--- config.mk ---
export PLATFORM = sky130hd
export DESIGN_NAME = interval_range_lookup_table
export DESIGN_NICKNAME = d
export VERILOG_FILES = /design/src/irlt_pkg.sv /design/src/interval_range_lookup_table.sv
export SDC_FILE = /design/constraint.sdc
export NUM_CORES = 2
export LEC_CHECK = 0
export BUFFER_PORTS_ARGS = -buffer_cell sky130_fd_sc_hd__buf_2
export CAP_MARGIN = 20
export CORE_MARGIN = 3
export CORE_UTILIZATION = 65
export CTS_CLUSTER_DIAMETER = 50
export CTS_CLUSTER_SIZE = 12
export DETAILED_ROUTE_END_ITERATION = 8
export PLACE_DENSITY_LB_ADDON = 0.15
export SLEW_MARGIN = 20
export SYNTH_ARGS = -nofsm -noshare
export SYNTH_HDL_FRONTEND = slang
export SYNTH_SLANG_ARGS = --single-unit
--- constraint.sdc ---
create_clock -name clock -period 19.4 [get_ports clock]
set_input_delay 2.91 -clock clock [delete_from_list [all_inputs] [get_ports clock]]
set_output_delay 2.91 -clock clock [all_outputs]
set_load 0.005 [all_outputs]
--- src/irlt_pkg.sv ---
package irlt_pkg;

   localparam int ENTRIES    = 16;
   localparam int KEY_BITS   = 64;
   localparam int VALUE_BITS = 8;
   localparam int IDX_BITS   = $clog2(ENTRIES);
   localparam int CNT_BITS   = $clog2(ENTRIES + 1);

   localparam logic CMD_ADD    = 1'b0;
   localparam logic CMD_LOOKUP = 1'b1;

   localparam logic [2:0] ST_ADDED     = 3'd0;
   localparam logic [2:0] ST_REPLACED  = 3'd1;
   localparam logic [2:0] ST_FULL      = 3'd2;
   localparam logic [2:0] ST_EXACT_HIT = 3'd3;
   localparam logic [2:0] ST_RANGE_HIT = 3'd4;
   localparam logic [2:0] ST_NOT_FOUND = 3'd5;

   typedef struct packed {
      logic                cmd;
      logic signed [63:0]  key_or_start;
      logic signed [63:0]  interval_end;
      logic [7:0]          new_value;
   } req_type;

   typedef struct packed {
      logic [7:0] read_value;
      logic [2:0] status;
   } rsp_type;

endpackage

--- src/interval_range_lookup_table.sv ---
// Interval table of up to 16 entries kept oldest first. A command is taken when start is
// high and busy is low; its single result word appears on rsp_data for exactly one cycle
// with rsp_strobe high, and the receiver cannot stall it, so it must take the word in that
// cycle. One comparator walks the stored entries, one per cycle, and the result strobes in the
// same cycle busy falls. An add that replaces the entry at position P (0 = oldest) then shifts
// the newer entries down one per cycle and writes the new entry. A new command may be started
// in the cycle the previous result strobes. The not-found value is written through csr_we /
// csr_wdata; the user must write it only while no command is in progress, which the block
// itself does not enforce.
module interval_range_lookup_table (
   input  logic               clock,
   input  logic               reset,
   input  logic               start,
   output logic               busy,
   input  irlt_pkg::req_type  req_data,
   output logic               rsp_strobe,
   output irlt_pkg::rsp_type  rsp_data,
   input  logic               csr_we,
   input  logic [7:0]         csr_wdata
);

   typedef enum logic [2:0] {
      S_IDLE,
      S_SCAN,
      S_DECIDE,
      S_SHIFT,
      S_WRITE
   } state_type;

   // entry storage, undefined until written
   logic signed [irlt_pkg::KEY_BITS-1:0]   entry_start_ff [irlt_pkg::ENTRIES];
   logic signed [irlt_pkg::KEY_BITS-1:0]   entry_end_ff   [irlt_pkg::ENTRIES];
   logic [irlt_pkg::VALUE_BITS-1:0]        entry_value_ff [irlt_pkg::ENTRIES];

   state_type                              state_ff, state_in;
   logic [irlt_pkg::CNT_BITS-1:0]          count_ff, count_in;
   logic [irlt_pkg::IDX_BITS-1:0]          idx_ff, idx_in;
   logic                                   cmd_ff, cmd_in;
   logic signed [irlt_pkg::KEY_BITS-1:0]   key_ff, key_in;
   logic signed [irlt_pkg::KEY_BITS-1:0]   end_ff, end_in;
   logic [irlt_pkg::VALUE_BITS-1:0]        val_ff, val_in;
   logic                                   exact_ff, exact_in;
   logic [irlt_pkg::IDX_BITS-1:0]          exact_idx_ff, exact_idx_in;
   logic [irlt_pkg::VALUE_BITS-1:0]        exact_val_ff, exact_val_in;
   logic                                   range_ff, range_in;
   logic [irlt_pkg::VALUE_BITS-1:0]        range_val_ff, range_val_in;
   logic [7:0]                             nf_value_ff;
   logic                                   rsp_strobe_ff, rsp_strobe_in;
   irlt_pkg::rsp_type                      rsp_ff, rsp_in;

   // single read port into the entry storage
   logic [irlt_pkg::IDX_BITS-1:0]          rd_idx;
   logic signed [irlt_pkg::KEY_BITS-1:0]   rd_start;
   logic signed [irlt_pkg::KEY_BITS-1:0]   rd_end;
   logic [irlt_pkg::VALUE_BITS-1:0]        rd_value;
   logic                                   hit_eq;
   logic                                   hit_range;

   // single write port
   logic                                   wr_en;
   logic [irlt_pkg::IDX_BITS-1:0]          wr_idx;
   logic signed [irlt_pkg::KEY_BITS-1:0]   wr_start;
   logic signed [irlt_pkg::KEY_BITS-1:0]   wr_end;
   logic [irlt_pkg::VALUE_BITS-1:0]        wr_value;

   logic [irlt_pkg::CNT_BITS-1:0]          last_cnt;
   logic [irlt_pkg::IDX_BITS-1:0]          last_idx;
   logic [irlt_pkg::IDX_BITS-1:0]          idx_next;

   assign last_cnt = count_ff - irlt_pkg::CNT_BITS'(1);
   assign last_idx = last_cnt[irlt_pkg::IDX_BITS-1:0];
   assign idx_next = idx_ff + irlt_pkg::IDX_BITS'(1);

   // shifting reads the newer neighbor
   assign rd_idx   = (state_ff == S_SHIFT) ? idx_next : idx_ff;
   assign rd_start = entry_start_ff[rd_idx];
   assign rd_end   = entry_end_ff[rd_idx];
   assign rd_value = entry_value_ff[rd_idx];

   // the shared compare unit
   assign hit_eq    = (rd_start == key_ff);
   assign hit_range = (rd_start <= key_ff) && (key_ff <= rd_end);

   always_comb begin
      state_in      = state_ff;
      count_in      = count_ff;
      idx_in        = idx_ff;
      cmd_in        = cmd_ff;
      key_in        = key_ff;
      end_in        = end_ff;
      val_in        = val_ff;
      exact_in      = exact_ff;
      exact_idx_in  = exact_idx_ff;
      exact_val_in  = exact_val_ff;
      range_in      = range_ff;
      range_val_in  = range_val_ff;
      rsp_strobe_in = 1'b0;
      rsp_in        = rsp_ff;
      wr_en         = 1'b0;
      wr_idx        = idx_ff;
      wr_start      = key_ff;
      wr_end        = end_ff;
      wr_value      = val_ff;

      unique case (state_ff)
         S_IDLE: begin
            if (start) begin
               cmd_in   = req_data.cmd;
               key_in   = req_data.key_or_start[irlt_pkg::KEY_BITS-1:0];
               end_in   = req_data.interval_end[irlt_pkg::KEY_BITS-1:0];
               val_in   = req_data.new_value[irlt_pkg::VALUE_BITS-1:0];
               idx_in   = '0;
               exact_in = 1'b0;
               range_in = 1'b0;
               state_in = (count_ff == '0) ? S_DECIDE : S_SCAN;
            end
         end
         S_SCAN: begin
            if (hit_eq) begin
               exact_in     = 1'b1;
               exact_idx_in = idx_ff;
               exact_val_in = rd_value;
            end
            // ascending walk, so the last range hit is the newest
            if (hit_range) begin
               range_in     = 1'b1;
               range_val_in = rd_value;
            end
            if (idx_ff == last_idx) begin
               state_in = S_DECIDE;
            end else begin
               idx_in = idx_next;
            end
         end
         S_DECIDE: begin
            if (cmd_ff == irlt_pkg::CMD_LOOKUP) begin
               rsp_strobe_in = 1'b1;
               state_in      = S_IDLE;
               if (exact_ff) begin
                  rsp_in.read_value = 8'(exact_val_ff);
                  rsp_in.status     = irlt_pkg::ST_EXACT_HIT;
               end else if (range_ff) begin
                  rsp_in.read_value = 8'(range_val_ff);
                  rsp_in.status     = irlt_pkg::ST_RANGE_HIT;
               end else begin
                  rsp_in.read_value = nf_value_ff;
                  rsp_in.status     = irlt_pkg::ST_NOT_FOUND;
               end
            end else if (exact_ff) begin
               idx_in   = exact_idx_ff;
               state_in = (exact_idx_ff == last_idx) ? S_WRITE : S_SHIFT;
            end else if (count_ff == irlt_pkg::CNT_BITS'(irlt_pkg::ENTRIES)) begin
               rsp_strobe_in     = 1'b1;
               rsp_in.read_value = '0;
               rsp_in.status     = irlt_pkg::ST_FULL;
               state_in          = S_IDLE;
            end else begin
               wr_en             = 1'b1;
               wr_idx            = count_ff[irlt_pkg::IDX_BITS-1:0];
               count_in          = count_ff + irlt_pkg::CNT_BITS'(1);
               rsp_strobe_in     = 1'b1;
               rsp_in.read_value = '0;
               rsp_in.status     = irlt_pkg::ST_ADDED;
               state_in          = S_IDLE;
            end
         end
         S_SHIFT: begin
            // close the gap left by the replaced entry
            wr_en    = 1'b1;
            wr_idx   = idx_ff;
            wr_start = rd_start;
            wr_end   = rd_end;
            wr_value = rd_value;
            idx_in   = idx_next;
            if (idx_next == last_idx) begin
               state_in = S_WRITE;
            end
         end
         S_WRITE: begin
            wr_en             = 1'b1;
            wr_idx            = last_idx;
            rsp_strobe_in     = 1'b1;
            rsp_in.read_value = '0;
            rsp_in.status     = irlt_pkg::ST_REPLACED;
            state_in          = S_IDLE;
         end
         default: begin
            state_in = S_IDLE;
         end
      endcase
   end

   always_ff @(posedge clock) begin
      if (reset) begin
         state_ff      <= S_IDLE;
         count_ff      <= '0;
         rsp_strobe_ff <= 1'b0;
         nf_value_ff   <= '0;
      end else begin
         state_ff      <= state_in;
         count_ff      <= count_in;
         rsp_strobe_ff <= rsp_strobe_in;
         if (csr_we) begin
            nf_value_ff <= csr_wdata;
         end
      end
      idx_ff       <= idx_in;
      cmd_ff       <= cmd_in;
      key_ff       <= key_in;
      end_ff       <= end_in;
      val_ff       <= val_in;
      exact_ff     <= exact_in;
      exact_idx_ff <= exact_idx_in;
      exact_val_ff <= exact_val_in;
      range_ff     <= range_in;
      range_val_ff <= range_val_in;
      rsp_ff       <= rsp_in;
   end

   always_ff @(posedge clock) begin
      if (wr_en) begin
         entry_start_ff[wr_idx] <= wr_start;
         entry_end_ff[wr_idx]   <= wr_end;
         entry_value_ff[wr_idx] <= wr_value;
      end
   end

   assign busy       = (state_ff != S_IDLE);
   assign rsp_strobe = rsp_strobe_ff;
   assign rsp_data   = rsp_ff;

   a_count_bound: assert property (@(posedge clock) disable iff (reset)
      count_ff <= irlt_pkg::CNT_BITS'(irlt_pkg::ENTRIES))
      else $error("entry count above table depth");

   a_strobe_after_busy: assert property (@(posedge clock) disable iff (reset)
      rsp_strobe |-> $past(busy))
      else $error("result word without a command in progress");

   a_accept_busy: assert property (@(posedge clock) disable iff (reset)
      (start && !busy) |=> busy)
      else $error("accepted command did not raise busy");

   a_count_on_add: assert property (@(posedge clock) disable iff (reset)
      ($past(!reset) && (count_ff != $past(count_ff)))
         |-> (rsp_strobe && rsp_data.status == irlt_pkg::ST_ADDED))
      else $error("entry count changed without an add");

   a_shift_in_table: assert property (@(posedge clock) disable iff (reset)
      (state_ff == S_SHIFT) |-> ({1'b0, idx_ff} < last_cnt))
      else $error("shift ran past the newest entry");

endmodule
==> results.yml <==
synthesis:
  synth_edf_count: 2350
  synthesis.nets: 4465
  ys_warn_count: 0
  synth_top_area_share_pct: 76.1
  avgSynthCellArea_sq_um: 22.2
  ys_seq_area_share_pct: 76.5
  ys_ff_latch: 2367
  synth.largest_area_cell: "edfxtp_1"
  async_flop_share_pct: 0
  synthFlopType: "edfxtp_1"
  syn-cell-area_sq_um: 92700
  synth_cells: 4184
  ys_types: 50
  synthTopCellsByArea: "edfxtp_1 76%, mux4_2 17%, ha_1 1.8%, nand2_1 0.79%, inv_1 0.55%"
floorplanning:
  core_sq_um: 141000
  rows: 137
  start_util_pct: 65.9
  die_area_sq_um: 147000
  die_h_um: 384
  io_pins: 162
  die_x_um: 384
place:
  place_hpwl_mm: 108
  io_buffers: 161
  dp_slack_ns: 10.31
  dp.cells: 6155
  place.gp.congestion: 0.804
grt:
  grt_max_degree: 143
  grtUsageTotal_pct: 29.9
  grt_pass1_vias: 45303
  overflow: 0
  antenna_found_initial: 12
  grt_pass1_wl_mm: 313
clocking:
  root_buffer: "clkbuf_16"
  cts_resized: 0
  cts.path.max_buffers: 3
  htree_levels: 4
  clock_latency_ns: 0.84
  cts.clk_slew.worst_paths_ns: 0.06
  cts_setup_buffers: 0
  cts_tree: "yes"
  cts_made_buffers: 221
  cts_hold_buffers: 0
  cts_sinks: 2367
setup_path:
  cp_common_cell: "buf_4"
  critPathMaxStageDelay_ns: 0.82
  cp-start-kind: "register"
  crit_fanout: 104
  critical_path_class: "reg -> reg"
  r2r_slack_ns: 10.31
  cp_cell_sequence: "and2_4, xnor2_2, buf_4, buf_12, buf_12, buf_4, mux4_2, mux4_2, inv_1, ha_1, nand4_1, nor4_1, nand3_1, nor3b_1, a2111oi_0, and3_1, o21a_1, nor3_1, buf_4"
  slowest_stage: "dfxtp_1"
  crit_path_end_kind: "register"
  required_ns: 19.93
  cp_top_family: "buffers and inverters"
  arrival_ns: 9.62
  critical_path_buf_inv_count: 6
final_layout:
  drive_above_1_share_pct: 27.4
  layout.cells.non_filler: 6429
  nFillCells: 7875
  post-route-util_pct: 72.8
  area_delta_synth_final_pct: 10.4
  layout.nets: 4784
  multiInputGateArea_sq_um: 20600
  register_area_sq_um: 70900
sta:
  rsz0062_at_grt: "false"
  worstMarginPinSlew_ns: 1.13
  fin_skew_ns: 0.0326
  fin_crit_sh_pct: 46.9
  hold_viol: 0
  final.min_clock_period_ns: 9.09
  setup_slack_ns: 10.31
  setup_tns_ns: 0
  maxSlewViolCount: 0
  setup_viol: 0
  slew_headroom_pct: 24.6
  fmax_mhz: 110
routing:
  via_per_inst: 6.91
  via_count: 44398
  wl_mm: 213
  post_drt_wl_per_cell_um: 33.2
  dr.pass1.iters: 5
  drt_iter0_markers: 6216
  drc: 0
  ant_nets: 0
power_and_ir_drop:
  power_density_nw_per_um2: 138
  vdd_drop_max_mv: 0.144
  power.leakage_nw: 33.3
job:
  maxCapViolations: 0
worst_hold_path:
  hold_path.class: "reg -> reg"
outcome:
  status: "finished clean"
-- layout make-up --
class | instances | share of cell area, %
inverter | 137 | 0.510
sequential | 2367 | 69.3
clock inverter | 31 | 0.274
tap | 1876 | 2.29
antenna | 1 | 0.00245
multi-input combinational | 1483 | 20.1
clock buffer | 241 | 5.54
timing repair buffer | 293 | 1.94
-- state kept, by name (all words and copies together), names as in the netlist --
| signal | cells |
|---|---|
| exact_ff | 1 |
| entry_value_ff | 128 |
| val_ff | 8 |
| idx_ff | 4 |
| range_val_ff | 8 |
| exact_val_ff | 8 |
| key_ff | 64 |
| nf_value_ff | 8 |
| state_ff | 3 |
| entry_end_ff | 1024 |
| count_ff | 5 |
| end_ff | 64 |
| cmd_ff | 1 |
| rsp_data | 11 |
| rsp_strobe | 1 |
| range_ff | 1 |
| entry_start_ff | 1024 |
| exact_idx_ff | 4 |
-- layout by cell type, fill, tap and decap left out, types with 18 or more instances in the layout --
cell / count
o21ai_1: 65
edfxtp_1: 2350
nor2_1: 62
buf_4: 116
mux4_2: 680
nand3_1: 18
nand4_1: 36
buf_2: 162
ha_1: 132
mux2i_1: 18
a21oi_1: 65
nand2_1: 195
clkbuf_16: 224
inv_1: 136
o21ai_0: 80
-- metrics by stage --
| step | hold slack [ns] | cell area (sq um) | power, W |
|---|---|---|---|
| 6_report | 0.511 | 102000 | 0.0142 |
| 5_1_grt | 0.535 | 102000 | 0.0147 |
| 4_1_cts | 0.510 | 102000 | 0.0142 |
| 3_5_place_dp | 0.496 | 96300 | 0.0105 |
| 3_3_place_gp | 0.490 | 96300 | 0.0104 |
| 2_1_floorplan | 0.424 | 92700 | 0.00930 |
-- path summary, 6_finish.rpt --
kind,startpoint,to,cells after the start
setup / recovery,state_ff[0],range_val_ff[0],19
hold / removal,nf_value_ff[3],nf_value_ff[3],2
setup reg to reg,state_ff[0],range_val_ff[0],19
hold reg to reg,nf_value_ff[3],nf_value_ff[3],2
-- routing by layer --
metal / vias up / routed length [um] / track usage [%]
met5: - / 54 / 0
met4: 8 / 5490 / 8.01
met3: 393 / 23000 / 5.67
met2: 2668 / 105000 / 46.9
met1: 23306 / 80300 / 44.5
li1: 18023 / - / -
-- synthesized netlist by cell type (2+ instances only) --
cell type,instances
edfxtp_1,2350
mux4_2,680
nand2_1,196
inv_1,137
ha_1,132
clkbuf_1,106
o21ai_0,82
nor2_1,78
buf_2,68
a21oi_1,66
o21ai_1,64
nand4_1,36
mux2i_1,19
nand3_1,18
dfxtp_1,17
nor3_1,13
a21o_1,12
buf_1,11
xor2_1,11
xnor2_1,10
buf_4,9
nor2b_1,9
nand2b_1,7
nor4_1,6
a211oi_1,5
a221oi_1,4
o211ai_1,4
a221o_1,3
a22oi_1,3
buf_6,3
a2111oi_0,2
a21boi_0,2
a31oi_1,2
and2_1,2
o21a_1,2
-- cells by family (layout without fill, tap and decap cells) --
family	Yosys count	in the layout	share of synthesized area, %
compound gates	258	258	1.54
simple gates	372	372	1.74
flops	2367	2367	76.5
xor+xnor	22	22	0.216
mux	699	699	16.7
buf+inv	334	702	1.50
other cells	0	1	0
fa+ha+maj	132	132	1.78
-- power breakdown --
part	switching, W	total, W	leakage [nW]	internal (W)
clock network	0.00173	0.00378	2.91	0.00205
logic	0.00228	0.00413	9.06	0.00186
registers	0.000112	0.00625	21.4	0.00613
-- tightest hold or removal path: stages (launching register included) --
cell     delay, ns
dfxtp_1       0.33
mux2i_1       0.07
nor2_1        0.08
Note: power is estimated with default switching activity, not from simulation.
